==> src/rtl/core/wfr_pkg.sv <==
// ----------------------------------------------------------------------------
// wfr_pkg
// Shared types, register indexes and the CRC-8 helper for the frame receiver.
// ----------------------------------------------------------------------------
package wfr_pkg;

    // Configuration register indexes
    localparam logic [2:0] CFG_FRAME_END_CODE      = 3'd0;
    localparam logic [2:0] CFG_ESCAPE_CODE         = 3'd1;
    localparam logic [2:0] CFG_ESCAPED_END_CODE    = 3'd2;
    localparam logic [2:0] CFG_ESCAPED_ESCAPE_CODE = 3'd3;
    localparam logic [2:0] CFG_CRC_SEED            = 3'd4;

    // Register reset values
    localparam logic [7:0] RST_FRAME_END_CODE      = 8'd192;
    localparam logic [7:0] RST_ESCAPE_CODE         = 8'd219;
    localparam logic [7:0] RST_ESCAPED_END_CODE    = 8'd220;
    localparam logic [7:0] RST_ESCAPED_ESCAPE_CODE = 8'd221;
    localparam logic [7:0] RST_CRC_SEED            = 8'd222;

    // Reflected CRC-8 (poly 0x31) step constants
    localparam logic [7:0] CRC_XOR  = 8'h18;
    localparam logic [7:0] CRC_TOP  = 8'h80;
    localparam logic [7:0] CRC_MASK = 8'h7f;

    // Packet slots with fixed meaning
    localparam logic [8:0] SLOT_START   = 9'd0;
    localparam logic [8:0] SLOT_ADDRESS = 9'd1;
    localparam logic [8:0] SLOT_COMMAND = 9'd2;
    localparam logic [8:0] SLOT_LENGTH  = 9'd3;
    // Header bytes ahead of the payload
    localparam logic [8:0] HDR_BYTES    = 9'd4;

    // Configuration register file
    typedef struct packed {
        logic [7:0] frame_end_code;
        logic [7:0] escape_code;
        logic [7:0] escaped_end_code;
        logic [7:0] escaped_escape_code;
        logic [7:0] crc_seed;
    } t_cfg;

    // One result item
    typedef struct packed {
        logic [8:0] slot;
        logic [7:0] value;
        logic       frame_good;
        logic       frame_bad;
        logic [8:0] frame_length;
        logic       last_of_run;
    } t_result;

    // Fold one byte into the CRC, LSB first
    function automatic logic [7:0] crc_fold(input logic [7:0] crc_in,
                                            input logic [7:0] byte_in);
        logic [7:0] crc;
        logic [7:0] b;
        crc = crc_in;
        b   = byte_in;
        for (int i = 0; i < 8; i++) begin
            if ((b[0] ^ crc[0]) == 1'b1) begin
                crc = ((crc ^ CRC_XOR) >> 1) | CRC_TOP;
            end else begin
                crc = (crc >> 1) & CRC_MASK;
            end
            b = b >> 1;
        end
        return crc;
    endfunction

endpackage

==> src/rtl/core/wfr_deframe.sv <==
// ----------------------------------------------------------------------------
// wfr_deframe
// Frame state and unstuffing logic: one received byte in, up to two results out.
// ----------------------------------------------------------------------------
module wfr_deframe
    import wfr_pkg::*;
(
    input  logic       i_clk,
    input  logic       i_rst_n,
    input  logic       i_accept,
    input  logic [7:0] i_rx_byte,
    input  t_cfg       i_cfg,
    output logic [1:0] o_res_cnt,
    output t_result    o_res0,
    output t_result    o_res1
);

    // Frame state
    logic [8:0] r_pos;
    logic       r_esc;
    logic [7:0] r_crc;
    logic [7:0] r_plen;
    logic [8:0] n_pos;
    logic       n_esc;
    logic [7:0] n_crc;
    logic [7:0] n_plen;

    logic [7:0] byte_c;
    logic [7:0] byte_lo7;
    logic       byte_ok;
    logic [8:0] end_pos;

    // Decode one byte against the current frame state
    always_comb begin
        n_pos     = r_pos;
        n_esc     = r_esc;
        n_crc     = r_crc;
        n_plen    = r_plen;
        o_res_cnt = 2'd0;
        o_res0    = '0;
        o_res1    = '0;
        byte_c    = i_rx_byte;
        byte_ok   = 1'b1;
        end_pos   = {1'b0, r_plen} + HDR_BYTES;

        if (i_rx_byte == i_cfg.frame_end_code) begin
            // start code always restarts the frame
            n_esc        = 1'b0;
            n_crc        = crc_fold(i_cfg.crc_seed, i_rx_byte);
            n_pos        = SLOT_ADDRESS;
            o_res0.slot  = SLOT_START;
            o_res0.value = i_rx_byte;
            o_res_cnt    = 2'd1;
        end else if (i_rx_byte == i_cfg.escape_code) begin
            n_esc = 1'b1;
        end else begin
            // restore escaped byte, drop on unknown follower
            if (r_esc) begin
                n_esc = 1'b0;
                if (i_rx_byte == i_cfg.escaped_end_code) begin
                    byte_c = i_cfg.frame_end_code;
                end else if (i_rx_byte == i_cfg.escaped_escape_code) begin
                    byte_c = i_cfg.escape_code;
                end else begin
                    byte_ok = 1'b0;
                end
            end
        end

        byte_lo7 = byte_c & CRC_MASK;

        if (i_rx_byte != i_cfg.frame_end_code && i_rx_byte != i_cfg.escape_code
                && byte_ok) begin
            if (r_pos == SLOT_ADDRESS) begin
                if (byte_c[7]) begin
                    // explicit address
                    o_res0.slot  = SLOT_ADDRESS;
                    o_res0.value = byte_lo7;
                    n_crc        = crc_fold(r_crc, byte_lo7);
                    n_pos        = SLOT_COMMAND;
                    o_res_cnt    = 2'd1;
                end else begin
                    // insert address 0, byte is the command
                    o_res0.slot  = SLOT_ADDRESS;
                    o_res0.value = 8'd0;
                    o_res1.slot  = SLOT_COMMAND;
                    o_res1.value = byte_lo7;
                    n_crc        = crc_fold(crc_fold(r_crc, 8'd0), byte_lo7);
                    n_pos        = SLOT_LENGTH;
                    o_res_cnt    = 2'd2;
                end
            end else if (r_pos == SLOT_COMMAND) begin
                o_res0.slot  = SLOT_COMMAND;
                o_res0.value = byte_lo7;
                n_crc        = crc_fold(r_crc, byte_lo7);
                n_pos        = SLOT_LENGTH;
                o_res_cnt    = 2'd1;
            end else if (r_pos == SLOT_LENGTH) begin
                n_plen       = byte_c;
                o_res0.slot  = SLOT_LENGTH;
                o_res0.value = byte_c;
                n_crc        = crc_fold(r_crc, byte_c);
                n_pos        = r_pos + 9'd1;
                o_res_cnt    = 2'd1;
            end else if (r_pos > SLOT_LENGTH && r_pos < end_pos) begin
                // payload byte
                o_res0.slot  = r_pos;
                o_res0.value = byte_c;
                n_crc        = crc_fold(r_crc, byte_c);
                n_pos        = r_pos + 9'd1;
                o_res_cnt    = 2'd1;
            end else if (r_pos == end_pos) begin
                // CRC byte, not folded in
                o_res0.slot  = end_pos;
                o_res0.value = byte_c;
                o_res_cnt    = 2'd1;
                if (byte_c == r_crc) begin
                    o_res0.frame_good   = 1'b1;
                    o_res0.frame_length = end_pos + 9'd1;
                    n_pos               = end_pos + 9'd1;
                end else begin
                    o_res0.frame_bad = 1'b1;
                    n_pos            = SLOT_START;
                    n_esc            = 1'b0;
                    n_crc            = 8'd0;
                end
            end
        end

        // mark the final result of this byte
        if (o_res_cnt == 2'd2) begin
            o_res1.last_of_run = 1'b1;
        end else begin
            o_res0.last_of_run = 1'b1;
        end
    end

    // State update on each accepted byte
    always_ff @(posedge i_clk) begin
        if (!i_rst_n) begin
            r_pos  <= SLOT_START;
            r_esc  <= 1'b0;
            r_crc  <= 8'd0;
            r_plen <= 8'd0;
        end else if (i_accept) begin
            r_pos  <= n_pos;
            r_esc  <= n_esc;
            r_crc  <= n_crc;
            r_plen <= n_plen;
        end
    end

endmodule

==> src/rtl/core/wake_frame_receiver.sv <==
// A result is registered and offered on the output in the cycle after its byte is accepted.
// One byte per cycle while the output takes results; a command byte with an inserted address gives
//   two results and holds the input while the second drains.
// The two-entry result buffer sets the rate: a byte is taken only when it can hold both.
// Reset (synchronous, active low) clears frame position, escape flag, CRC and the
//   result buffer, and loads the configuration registers with their defaults.
// ----------------------------------------------------------------------------
// wake_frame_receiver
// Byte-wise deframer for stuffed serial frames with CRC-8 check.
// ----------------------------------------------------------------------------
module wake_frame_receiver
    import wfr_pkg::*;
(
    input  logic       i_clk,
    input  logic       i_rst_n,
    // byte input
    input  logic       i_valid,
    output logic       o_stall,
    input  logic [7:0] i_rx_byte,
    // result output
    output logic       o_valid,
    input  logic       i_stall,
    output logic [8:0] o_slot,
    output logic [7:0] o_value,
    output logic       o_frame_good,
    output logic       o_frame_bad,
    output logic [8:0] o_frame_length,
    output logic       o_last_of_run,
    // configuration writes
    input  logic       i_cfg_valid,
    output logic       o_cfg_ready,
    input  logic [2:0] i_cfg_index,
    input  logic [7:0] i_cfg_data
);

    t_cfg       r_cfg;
    t_result    r_q0;
    t_result    r_q1;
    logic [1:0] r_cnt;
    logic       pop;
    logic       accept;
    logic [1:0] res_cnt;
    t_result    res0;
    t_result    res1;

    // Configuration registers
    assign o_cfg_ready = 1'b1;

    always_ff @(posedge i_clk) begin
        if (!i_rst_n) begin
            r_cfg.frame_end_code      <= RST_FRAME_END_CODE;
            r_cfg.escape_code         <= RST_ESCAPE_CODE;
            r_cfg.escaped_end_code    <= RST_ESCAPED_END_CODE;
            r_cfg.escaped_escape_code <= RST_ESCAPED_ESCAPE_CODE;
            r_cfg.crc_seed            <= RST_CRC_SEED;
        end else if (i_cfg_valid && o_cfg_ready) begin
            case (i_cfg_index)
                CFG_FRAME_END_CODE:      r_cfg.frame_end_code      <= i_cfg_data;
                CFG_ESCAPE_CODE:         r_cfg.escape_code         <= i_cfg_data;
                CFG_ESCAPED_END_CODE:    r_cfg.escaped_end_code    <= i_cfg_data;
                CFG_ESCAPED_ESCAPE_CODE: r_cfg.escaped_escape_code <= i_cfg_data;
                CFG_CRC_SEED:            r_cfg.crc_seed            <= i_cfg_data;
                default: ;
            endcase
        end
    end

    // Handshakes: take a byte only when the buffer will be empty after this cycle
    assign pop     = o_valid && !i_stall;
    assign o_stall = !((r_cnt == 2'd0) || (r_cnt == 2'd1 && !i_stall));
    assign accept  = i_valid && !o_stall;

    wfr_deframe u_deframe (
        .i_clk     (i_clk),
        .i_rst_n   (i_rst_n),
        .i_accept  (accept),
        .i_rx_byte (i_rx_byte),
        .i_cfg     (r_cfg),
        .o_res_cnt (res_cnt),
        .o_res0    (res0),
        .o_res1    (res1)
    );

    // Two-entry result buffer, head drives the output
    always_ff @(posedge i_clk) begin
        if (!i_rst_n) begin
            r_cnt <= 2'd0;
        end else if (accept) begin
            r_cnt <= res_cnt;
        end else if (pop) begin
            r_cnt <= r_cnt - 2'd1;
        end
    end

    always_ff @(posedge i_clk) begin
        if (accept) begin
            r_q0 <= res0;
            r_q1 <= res1;
        end else if (pop) begin
            r_q0 <= r_q1;
        end
    end

    assign o_valid        = (r_cnt != 2'd0);
    assign o_slot         = r_q0.slot;
    assign o_value        = r_q0.value;
    assign o_frame_good   = r_q0.frame_good;
    assign o_frame_bad    = r_q0.frame_bad;
    assign o_frame_length = r_q0.frame_length;
    assign o_last_of_run  = r_q0.last_of_run;

`ifndef ASSERT_OFF
    // buffer never holds more than two results
    a_cnt_range: assert property (@(posedge i_clk) disable iff (!i_rst_n)
        r_cnt != 2'd3)
        else $error("result buffer count out of range");

    // the first of a pair is never the last of its run
    a_pair_order: assert property (@(posedge i_clk) disable iff (!i_rst_n)
        r_cnt == 2'd2 |-> !r_q0.last_of_run && r_q1.last_of_run)
        else $error("result pair out of order");

    // good and bad flags are exclusive
    a_flags: assert property (@(posedge i_clk) disable iff (!i_rst_n)
        o_valid |-> !(o_frame_good && o_frame_bad))
        else $error("frame good and bad both set");

    // length is reported only with a good frame
    a_length: assert property (@(posedge i_clk) disable iff (!i_rst_n)
        o_valid && !o_frame_good |-> o_frame_length == 9'd0)
        else $error("frame length without good frame");
`endif

endmodule

==> config.mk <==
export PLATFORM = sky130hd
export DESIGN_NAME = wake_frame_receiver
export DESIGN_NICKNAME = d
export VERILOG_FILES = /design/src/rtl/core/wfr_pkg.sv /design/src/rtl/core/wfr_deframe.sv /design/src/rtl/core/wake_frame_receiver.sv
export SDC_FILE = /design/constraint.sdc
export NUM_CORES = 1
export LEC_CHECK = 0
export BUFFER_PORTS_ARGS = -buffer_cell sky130_fd_sc_hd__buf_4
export CAP_MARGIN = 10
export CORE_ASPECT_RATIO = 0.9
export CORE_MARGIN = 10
export CORE_UTILIZATION = 30
export CTS_BUF_LIST = sky130_fd_sc_hd__clkbuf_8 sky130_fd_sc_hd__clkbuf_16
export CTS_CLUSTER_SIZE = 40
export DETAILED_ROUTE_END_ITERATION = 8
export PLACE_DENSITY = 0.47
export SETUP_SLACK_MARGIN = 0.2
export SYNTH_ARGS = -nofsm -noshare
export SYNTH_HDL_FRONTEND = slang
export SYNTH_HIERARCHICAL = 1
export SYNTH_SLANG_ARGS = --single-unit
==> constraint.sdc <==
create_clock -name i_clk -period 6.7 [get_ports i_clk]
set_input_delay 0.67 -clock i_clk [delete_from_list [all_inputs] [get_ports i_clk]]
set_output_delay 0.67 -clock i_clk [all_outputs]
set_load 0.1 [all_outputs]
# Word-level counts from Yosys, hierarchy flattened
# Cells that the tools add are included.
[word_totals]
elab_cells = 437
out_inout_bits = 32
inputBits = 24
regBits = 115
[op_classes]
n_reduce_logical = 21
eq_ne = 17
magnitude_cmp = 2
n_mux = 276
add_sub_neg = 4
bitwise_logic = 97
[ops]
columns = ["operator", "count"]
rows = [
  ["$mux 8", 225],
  ["$not 2->2", 52],
  ["$mux 9", 8],
  ["$mux 17", 4],
  ["$mux 29", 2],
  ["$mux 28", 2],
  ["$mux 11", 4],
  ["$xor 1x1->1", 42],
  ["$eq 8x8->1", 5],
  ["$mux 1", 20],
  ["$add 9x1->9 const B", 2],
  ["$eq 9x2->1 const B", 2],
  ["$mux 2", 9],
  ["$ne 8x8->1", 2],
  ["$reduce_and 2->1", 6],
  ["$mux 10", 1],
  ["$add 8x3->9 const B", 1],
  ["$eq 9x1->1 const B", 1],
  ["$eq 9x9->1", 1],
  ["$gt 9x2->1 const B", 1],
  ["$lt 9x9->1", 1],
  ["$mux 7", 1],
  ["$eq 3x2->1 const B", 2],
  ["$logic_and 1x1->1", 6],
  ["other kinds (13)", 17],
]

# Longest topological paths before layout
# Gate-level depths: netlist of run 1.
[logic_depth]
word_depth = 84
ltp_mapped = 17
mapped_depth_nobuf = 14

# By module
# Netlist of run 1, hierarchy kept.
[by_module_without_submodules]
columns = ["module", "seq_area_each_um2", "area_each_um2", "cells_per_inst", "instances"]
rows = [
  ["wfr_deframe", 520.5, 4495.6, 582, 1],
  ["wake_frame_receiver", 2582.5, 3744.8, 267, 1],
]

# Least setup slack after synthesis of run 1
# OpenSTA, ideal clock, no wires.
[synth_path]
path_kind = "in2reg"
start = "input port i_rx_byte[1]"
end = "register u_deframe.r_crc[3]"
slack_ps = 2774
stages = 15
arrival_ps = 3834
setup_time_ps = 92
required_ps = 6608
n_path_buf = 2
cell_sequence = "buf_4 > xnor2_1 > nand4_1 > nor2_2 > nand4b_2 > buf_6 > mux2i_4 > xnor2_1 > xnor2_1 > xnor2_1 > ha_1 > xnor3_1 > o21ai_0 > a31oi_1 > nor4_1"
[synth_via]
elab_chain_len = 58
elab_cells_between_ends = 241
cone_classes = "eq/ne (7); mux (195); bitwise (37); reduce/logical (2)"
[synth_lines]
columns = ["element", "line", "source"]
rows = [
  ["start: declaration", "wake_frame_receiver.sv:19", "input logic [7:0] i_rx_byte,"],
  ["$eq 8x8->1", "wfr_deframe.sv:62", "end else if (i_rx_byte == i_cfg.escaped_escape_code) begin"],
  ["$mux 8", "wfr_deframe.sv:62", ""],
  ["$mux 8", "wfr_deframe.sv:60", "if (i_rx_byte == i_cfg.escaped_end_code) begin"],
  ["$mux 8", "wfr_deframe.sv:58", "if (r_esc) begin"],
  ["$mux 8", "wfr_deframe.sv:54", "end else if (i_rx_byte == i_cfg.escape_code) begin"],
  ["$mux 8", "wfr_deframe.sv:46", "if (i_rx_byte == i_cfg.frame_end_code) begin"],
  ["$xor 1x1->1", "wfr_pkg.sv:61", "if ((b[0] ^ crc[0]) == 1'b1) begin"],
  ["$mux 8", "wfr_pkg.sv:61", ""],
  ["[... 42 more ...]", "n/a", ""],
  ["$mux 8", "wfr_deframe.sv:72", "if (i_rx_byte != i_cfg.frame_end_code && i_rx_byte != i_cfg.escape_code"],
  ["$xor 1x1->1", "wfr_pkg.sv:61", ""],
  ["$mux 8", "wfr_pkg.sv:61", ""],
  ["$mux 8", "wfr_deframe.sv:105", "end else if (r_pos > SLOT_LENGTH && r_pos < end_pos) begin"],
  ["$mux 8", "wfr_deframe.sv:98", "end else if (r_pos == SLOT_LENGTH) begin"],
  ["$mux 8", "wfr_deframe.sv:92", "end else if (r_pos == SLOT_COMMAND) begin"],
  ["$mux 8", "wfr_deframe.sv:74", "if (r_pos == SLOT_ADDRESS) begin"],
  ["$mux 8 (*)", "wfr_deframe.sv:72", ""],
  ["end signal: assignment", "wfr_deframe.sv:148", "r_crc <= n_crc;"],
  ["end: declaration", "wfr_deframe.sv:21", "logic [7:0] r_crc;"],
]
# Mark *: on every way between the ends. The rest lies on a longest branch, timed or not. The select of a mux whose other input is x is not followed.
# A chain may end at the register's enable or synchronous reset.

==> summary.txt, run 1 <==
initial antenna violation count: 0
Internal: 2540 µW
WP data arrival: 4780 ps
Sw Share: 45.9%
RSZ-0062 raised after global routing: no
final setup TNS: 0 ps
PortBufs: 54
drt pass-1 iters: 5
# resized after CTS: 0
CTS Sinks: 126
Cell Pwr Density: 498 nW/µm²
RR Endpoint: o_value[2]
Hold Violations, Final: 0
Avg Cell Area, Syn: 9.71 µm²
Placeable Area: 27000 µm²
Net Sw Power: 2150 µW
synthesized cell area: 8240 µm²
status: finished, final reports clean
per-cell routed wire length: 19.0 µm
Cell variety after synth: 77
drt initial violations: 484
Worst Hold End: r_cfg[10]
dpl hpwl: 17100 µm
Final Critical Period: 4600 ps
FF-to-FF path depth: 11
Overall Power: 4700 µW
Post-synth EDFFs: 58
DP Cell Count: 1213
I/O pin count: 56
HP Start: r_cfg[10]
Pins Over Slew Limit: 0
vias post-DR: 6103
ANT nets after route: 0
share of cells above drive strength 1: 18.2%
row count: 57
setup repair bufs after CTS: 0
antenna cells: 0
f_max: 217 MHz
final setup vio count: 0
top cell type's share of synthesized area: 21.1%
clock skew: 12.0 ps
Slew @ Worst Pin: 1010 ps
Vias/cell: 4.90
final cell count without fillers: 1245
Max-Cap Viols: 0
Synth Flop Type: dfxtp_1
Synth async-reset ratio: 0%
H-tree Lvls: 4
CTS max path bufs: 2
Slew headroom: 32.7%
Chip Height: 177 µm
Total GRT Usage: 13.8%
crit-path max FO: 9
final global-route overflow total: 0
CTS tree: yes
Area Growth Syn to Fin: 14.5%
initial core utilization: 30.5%
critical path required time: 6880 ps
Worst-path clk slew: 60 ps
CTS root buffer: clkbuf_16
WHS: 483 ps
die footprint: 34500 µm²
CP Capture Type: register
sequential fraction of the synthesis area: 37.7%
clk_lat worst skew: 430 ps
vias in the first global route: 6124
first-pass GRT wire length: 37700 µm
hold_buf cts: 0
Residual DRC: 0
Post-layout nets: 921
largest net degree at the start of global routing: 49
flop-to-flop setup slack: 2100 ps
Yosys warning count: 6
gate count after technology mapping: 849
Gate power share: 53.7%
final WL: 23700 µm
maximum VDD drop: 0.400 mV
Yosys top cell by area: edfxtp_1
Hold Path Stages: 2
Synth Register Bits: 126
count leader, synth: nand2_1
routability cong.: 0.863
Die X: 195 µm
Startpoint Class: register
R2R Path Start: u_deframe/r_plen[2]
worst setup path class: reg -> reg
Leakage: 0.00353 µW
Flop pwr share: 24.4%
largest cells by area after synthesis: edfxtp_1 (21%), dfxtp_1 (17%), xnor2_1 (7.9%), nand2_1 (4.6%), mux2_2 (4.6%)
Num CTS Buffers: 17
clock share of power: 21.8%
period utilization: 68.7%
HP Class: reg -> reg
synth cell count leaders: nand2_1 (102), xnor2_1 (74), dfxtp_1 (68)
[sequential cells by signal, indices dropped and copies added (netlist names), 2 cells and up]
name	count
o_frame_length	9
o_slot	9
o_value	8
r_cfg	40
r_cnt	2
r_q1	29
u_deframe/r_crc	8
u_deframe/r_plen	8
u_deframe/r_pos	9
[worst max-delay path, cell delays in order, from the launching register on]
cell and delay (ps):
dfxtp_1 500, ha_1 260, nand3_1 110, xor2_1 420, ha_1 210, and3_1 170, o311ai_0 270, a31oi_1 660
nand3_1 320, o211ai_1 770, o21ai_0 340, mux2_2 330
[power groups by stage]
stage               sequential, µW  combinational [µW]  clock (µW)
floorplan                     1770                1390           0
global placement              1160                2510           0
detailed placement            1160                2510           0
CTS                           1150                2520        1050
global route                  1170                2670        1080
finish                        1150                2520        1030
[metrics by stage]
stage / worst slack (ps) / instance area, µm² / util, %
after global placement: 1990 / 8770 / 32.5
after global routing: 1640 / 9430 / 34.9
final: 2100 / 9430 / 34.9
after CTS: 2100 / 9430 / 34.9
after detailed placement: 1830 / 8770 / 32.5
after floorplan: 2770 / 8310 / -
[area by class of cell]
class / count / area, µm²
Timing Repair Buffer: 57 / 428
Sequential cell: 126 / 3100
Inverter: 18 / 67.6
Multi-Input combinational cell: 658 / 4730
Clock buffer: 22 / 551
Fill cell: 2715 / 17600
Clock inverter: 10 / 108
Tap cell: 354 / 443
[worst max path at each step]
| stage | start | end | slack (ps) | depth (start not counted) |
|---|---|---|---|---|
| after floorplan | i_rx_byte[1] | u_deframe/r_crc[3] | 2770 | 15 |
| after global placement | i_rx_byte[2] | u_deframe/r_crc[3] | 1990 | 14 |
| after detailed placement | i_rx_byte[5] | u_deframe/r_crc[3] | 1830 | 14 |
| after CTS | u_deframe/r_plen[2] | o_value[2] | 2100 | 11 |
| after global routing | u_deframe/r_plen[2] | o_value[2] | 1640 | 11 |
| final | u_deframe/r_plen[2] | o_value[2] | 2100 | 11 |
[cells by family after synthesis]
logic type	share of synthesized area, %
AND/OR/NAND/NOR	16.3
other	0.0911
adder cells (fa/ha/maj)	2.88
buffers and inverters	5.95
flip-flops	37.7
XOR/XNOR	14.9
multiplexers	10.8
AO/OA/AOI/OAI	11.4
[cells in the final DEF (no fill, tap or decap), types with 4 or more instances in the layout]
cell	n
nor2b_1	4
nand4_1	8
edfxtp_1	58
nand2b_1	4
inv_1	18
nand3_1	31
inv_6	4
o211ai_1	5
a31oi_1	8
nand2_1	102
ha_1	19
a22oi_1	6
and2_1	4
xnor3_1	7
o21ai_0	46
or2_2	8
dfxtp_1	68
a21oi_1	39
clkbuf_16	22
buf_4	57
and3_1	10
mux2i_4	7
mux2_2	34
xnor2_1	74
nor2_1	60
nor3_1	13
xor2_1	37
mux2i_1	27
xnor2_2	4
conb_1	21
or3_1	5
nor4_1	5
[routing by layer]
metal | share of wire [%] | vias to the layer above | track usage [%]
li1 | - | 3035 | -
met1 | 52 | 2913 | 20.2
met4 | 0.87 | 0 | 3.43
met5 | 0 | - | 0
met2 | 43 | 144 | 20.1
met3 | 3.8 | 11 | 2.67
(Power assumes the default switching activity.)
==> inputs of run 2 (changes only) <==
- clock period: 6.7 -> 4.3 ns (I/O delays scaled with it)
==> run 2 against run 1 <==
Compared with the run above:
- register-to-register slack worse by 1500 ps
- clock skew decreased by 2.6 ps
- largest cell class unchanged
- sequential cell count unchanged
- worst setup slack lost 1500 ps
- hold slack worse by 230 ps
- largest power group unchanged
- cell area grew 1.2%
- critical endpoint is now o_value[5]
==> summary.txt, run 2 (synthesized netlist as in run 1, its figures left out) <==
status: finished, final reports clean
initial core utilization: 30.5% (unchanged)
ANT nets after route: 0 (unchanged)
Die X: 195 µm (unchanged)
leading cell type in the layout, fill and taps excluded: nand2_1
Total GRT Usage: 13.9% (+0.057 points)
CTS root buffer: clkbuf_16
vias post-DR: 6290 (+3.1%)
CTS Sinks: 126 (unchanged)
vias in the first global route: 6185 (+1.0%)
critical path required time: 4480 ps (-2400 ps)
CP Launch Point: u_deframe/r_plen[4]
Top Registers: r_cfg (40), r_q1 (29)
I/O pin count: 56 (unchanged)
CTS tree: yes
met2 Resource Use GR: 20.2% (+0.072 points)
Slew @ Worst Pin: 984 ps (-22.9 ps)
initial antenna violation count: 0 (unchanged)
Post-layout nets: 945 (+2.6%)
Pins Over Slew Limit: 0 (unchanged)
CP Capture Type: register
RR Endpoint: o_value[5]
max reg flops: 40 (unchanged)
Startpoint Class: register
Final Critical Period: 3700 ps (-899 ps)
drt initial violations: 469 (-3.1%)
routability cong.: 0.870 (+0.80%)
Hold Violations, Final: 0 (unchanged)
Cell Pwr Density: 759 nW/µm² (+52%)
largest net degree at the start of global routing: 42 (-14%)
drt pass-1 iters: 5 (unchanged)
antenna cells: 0 (unchanged)
final setup vio count: 0 (unchanged)
placed instance area: 8950 µm² (+2.1%)
clock skew: 9.34 ps (-2.64 ps)
final setup TNS: 0 ps (unchanged)
Worst-path clk slew: 70 ps (about the same)
met1 track demand over resource: 20.2% (-0.057 points)
Max-Cap Viols: 0 (unchanged)
Num CTS Buffers: 17 (unchanged)
maximum VDD drop: 0.474 mV (+19%)
Slew headroom: 34.3% (+1.5 points)
f_max: 270 MHz (+24%)
worst setup path class: reg -> reg
Residual DRC: 0 (unchanged)
R2R Path Start: u_deframe/r_plen[4]
leading cell types in the layout, fill and taps excluded: nand2_1 (102), buf_4 (81), xnor2_1 (74)
Leakage: 0.00360 µW (+2.2%)
fin area: 9540 µm² (+1.2%)
dpl hpwl: 17300 µm (+1.4%)
PortBufs: 54 (unchanged)
H-tree Lvls: 4 (unchanged)
dpl ws: 385 ps (-1450 ps)
Vias/cell: 4.96 (+1.1%)
FF-to-FF path depth: 12 (+1)
row count: 57 (unchanged)
per-cell routed wire length: 18.8 µm (-0.95%)
CP Capture Point: o_value[5]
Largest Register: r_cfg
share of cells above drive strength 1: 20.5% (+2.4 points)
Area Growth Syn to Fin: 15.8%
RSZ-0062 raised after global routing: no
Overall Power: 7240 µW (+54%)
first-pass GRT wire length: 37600 µm (-0.18%)
GRT busiest layer: met2
clk_lat worst skew: 430 ps (about the same)
worst setup margin: 597 ps (-1500 ps)
HP Class: in -> reg
final WL: 23900 µm (+0.95%)
crit-path max FO: 5 (-4)
CTS max path bufs: 2 (unchanged)
period utilization: 86.1% (+17 points)
die footprint: 34500 µm² (unchanged)
hold_buf cts: 0 (unchanged)
met3 usage: 2.65% (-0.019 points)
Placeable Area: 27000 µm² (unchanged)
WP data arrival: 3880 ps (-900 ps)
flop-to-flop setup slack: 600 ps (-1500 ps)
final global-route overflow total: 0 (unchanged)
Chip Height: 177 µm (unchanged)
-- run 2: final cells by class --
class / count / area (µm²)
clock buffers: 17 / 425
fillers: 2757 / 17500
clock inverters: 15 / 150
multi-input cells: 658 / 4740
flip-flops and latches: 126 / 3100
well taps: 354 / 443
repair buffers: 81 / 608
inverters: 18 / 67.6
-- run 2: where the power goes --
| part | internal (µW) | switching, µW |
|---|---|---|
| sequential | 1610 | 178 |
| combinational | 1430 | 2570 |
| clock | 816 | 639 |
| total | 3860 | 3390 |
-- run 2: how the worst min path moves through the flow --
stage,startpoint,cells past startpoint,slack [ps],end
floorplan,r_cfg[13],2,450,r_cfg[13]
global placement,r_cfg[13],2,470,r_cfg[13]
detailed placement,r_cfg[13],2,470,r_cfg[13]
CTS,i_cfg_data[3],3,240,r_cfg[11]
global route,i_cfg_data[0],3,250,r_cfg[8]
finish,i_cfg_data[7],3,260,r_cfg[39]
-- run 2: worst max-delay path, cell delays in order (launching register included) --
cell and delay, ps:
dfxtp_1 440, and3_1 220, nand3_1 90, xor2_1 410, ha_1 240, and3_1 210
o311ai_1 200, a31oi_1 260, nand3_1 250, o211ai_1 530, buf_4 220, o21ai_0 90
mux2_2 280
-- run 2: metal layers --
layer / share of wire (%) / routed length [µm]
met4: 1.2 / 285
met1: 52 / 12300
met2: 43 / 10300
met3: 4.2 / 1010
met5: 0 / 0
-- run 2: metrics by stage --
stage / hold slack, ps / cells / util (%)
floorplan: 450 / 868 / -
global placement: 467 / 1237 / 33.1
detailed placement: 471 / 1237 / 33.1
CTS: 244 / 1269 / 35.3
global route: 254 / 1269 / 35.3
finish: 257 / 1269 / 35.3
-- run 2: timing repair --
item | CTS | global route
endpoints found under the setup margin | 0 | 8
gates resized for setup | 0 | 3
endpoints found under the hold margin | 0 | 0
buffers inserted | 0 | 0
==> inputs of run 3 (changes only) <==
- REMOVE_ABC_BUFFERS: unset -> 1
==> run 3 against run 2 <==
Compared with the run above:
- sequential power barely moved
- non-clock buffer count rose by 2
- power fell by 0.61%
- largest cell class unchanged
==> summary.txt, run 3 (synthesized netlist as in run 1, its figures left out) <==
FF-to-FF path depth: 14 (+2)
CTS Sinks: 126 (unchanged)
DP Cell Count: 1238 (+0.081%)
share of cells above drive strength 1: 20.6% (+0.064 points)
Largest Register: r_cfg
HP Class: in -> reg
initial core utilization: 30.5% (unchanged)
R2R Path Start: r_cfg[22]
Bufs and invs on worst path: 0 (-1)
Post-layout nets: 947 (+0.21%)
CTS max path bufs: 2 (unchanged)
met3 usage: 2.05% (-0.61 points)
Placeable Area: 27000 µm² (unchanged)
leading cell type in the layout, fill and taps excluded: nand2_1
Max-Cap Viols: 0 (unchanged)
most frequent CP cell: xnor2_1
CP max stage cell: or2_1
Total GRT Usage: 14.2% (+0.33 points)
Chip Height: 177 µm (unchanged)
RSZ-0062 raised after global routing: no
crit-path max FO: 11 (+6)
drt pass-1 iters: 5 (unchanged)
H-tree Lvls: 4 (unchanged)
dpl ws: 326 ps (-59.5 ps)
leading cell types in the layout, fill and taps excluded: nand2_1 (102), buf_4 (83), xnor2_1 (74)
final global-route overflow total: 0 (unchanged)
met1 track demand over resource: 21.7% (+1.5 points)
placed instance area: 8960 µm² (about the same)
max reg flops: 40 (unchanged)
vias post-DR: 6395 (+1.7%)
ANT nets after route: 0 (unchanged)
Worst Hold End: r_cfg[8]
Slew headroom: 35.2% (+0.91 points)
Startpoint Class: register
Slew @ Worst Pin: 970 ps (-13.6 ps)
max incr delay on CP: 400 ps (-130 ps)
CTS tree: yes
Worst-path clk slew: 60 ps (about the same)
GRT busiest layer: met1
f_max: 267 MHz (-0.98%)
first-pass GRT wire length: 38500 µm (+2.4%)
maximum VDD drop: 0.473 mV (-0.26%)
clock skew: 9.48 ps (+0.140 ps)
Crit path max-delay family: XOR/XNOR gates
Final Critical Period: 3740 ps (+36.7 ps)
PortBufs: 54 (unchanged)
routability cong.: 0.861 (-1.0%)
CP Capture Type: register
final setup vio count: 0 (unchanged)
final cell count without fillers: 1271 (+0.16%)
flop-to-flop setup slack: 560 ps (-40 ps)
final WL: 24200 µm (+1.4%)
die footprint: 34500 µm² (unchanged)
initial antenna violation count: 0 (unchanged)
Hold Path Stages: 3 (unchanged)
Cell Pwr Density: 756 nW/µm² (-0.41%)
critical path cell sequence: xnor2_1 > nand4_1 > or2_1 > mux2_2 > mux2i_2 > xnor2_1 > xnor2_1 > xnor2_1 > ha_1 > xnor3_1 > xor2_1 > a21oi_1 > o21ai_0 > a21oi_1
worst setup path class: reg -> reg
hold_buf cts: 0 (unchanged)
fin area: 9520 µm² (-0.20%)
Die X: 195 µm (unchanged)
met2 Resource Use GR: 19.7% (-0.46 points)
largest net degree at the start of global routing: 42 (unchanged)
period utilization: 87.0% (+0.85 points)
Area Growth Syn to Fin: 15.6%
Pins Over Slew Limit: 0 (unchanged)
final setup TNS: 0 ps (unchanged)
vias in the first global route: 6252 (+1.1%)
WP data arrival: 4100 ps (+220 ps)
Hold Violations, Final: 0 (unchanged)
I/O pin count: 56 (unchanged)
dpl hpwl: 17900 µm (+3.3%)
per-cell routed wire length: 19.1 µm (+1.3%)
Num CTS Buffers: 17 (unchanged)
clk_lat worst skew: 430 ps (about the same)
row count: 57 (unchanged)
HP Start: i_cfg_data[0]
Vias/cell: 5.03 (+1.5%)
Residual DRC: 0 (unchanged)
Top Registers: r_cfg (40), r_q1 (29)
worst setup margin: 560 ps (-36.7 ps)
CTS root buffer: clkbuf_16
critical path required time: 4660 ps (+180 ps)
drt initial violations: 415 (-12%)
antenna cells: 0 (unchanged)
RR Endpoint: u_deframe/r_crc[2]
Leakage: 0.00359 µW (-0.48%)
status: finished, final reports clean
run 3: cell types whose count changed in the layout (fill, tap and decap cells not counted), sizes merged:
cell / delta
buf: +2
bufinv: -1
clkinv: -1
clkinvlp: +3
inv: -1
run 3: layout make-up:
type                            instances  area, µm²
Tap cell                              354        443
Multi-Input combinational cell        658       4730
Fill cell                            2740      17500
Clock buffer                           17        425
Timing Repair Buffer                   83        623
Clock inverter                         15        126
Sequential cell                       126       3100
Inverter                               18       67.6
run 3: per-layer routing:
| layer | up-vias | wire length, µm | share of wire [%] |
|---|---|---|---|
| li1 | 3098 | - | - |
| met1 | 3125 | 12800 | 53 |
| met2 | 151 | 9990 | 41 |
| met3 | 21 | 1130 | 4.7 |
| met4 | 0 | 283 | 1.2 |
| met5 | - | 0 | 0 |
run 3: worst max-delay path by stage:
stage,cells past startpoint,to,from
after CTS,13,u_deframe/r_crc[3],r_cfg[21]
after floorplan,13,u_deframe/r_crc[3],i_rx_byte[2]
after global placement,15,u_deframe/r_crc[2],i_rx_byte[5]
after global routing,14,u_deframe/r_crc[2],r_cfg[21]
final,14,u_deframe/r_crc[2],r_cfg[22]
after detailed placement,14,u_deframe/r_crc[3],i_rx_byte[5]
run 3: through the flow:
| step | hold slack, ps | power [µW] | util [%] |
|---|---|---|---|
| after floorplan | 450 | 4870 | - |
| after global placement | 460 | 5800 | 33.1 |
| after detailed placement | 472 | 5790 | 33.1 |
| after CTS | 238 | 7210 | 35.2 |
| after global routing | 255 | 7560 | 35.2 |
| final | 251 | 7200 | 35.2 |
run 3: what timing repair did:
action	in CTS	in global routing
endpoints found under the setup margin	0	2
hold endpoints to repair	0	0
resized for setup	0	1
buffers inserted	0	1
run 3: worst min-delay path, stage by stage:
cell     delay (ps)
buf_4           110
nand2_1          50
nand3_1          60
run 3: where the power goes:
part / total, µW / switching, µW / internal (µW)
sequential: 1790 / 185 / 1610
combinational: 4010 / 2580 / 1430
clock: 1390 / 636 / 754
total: 7200 / 3400 / 3790
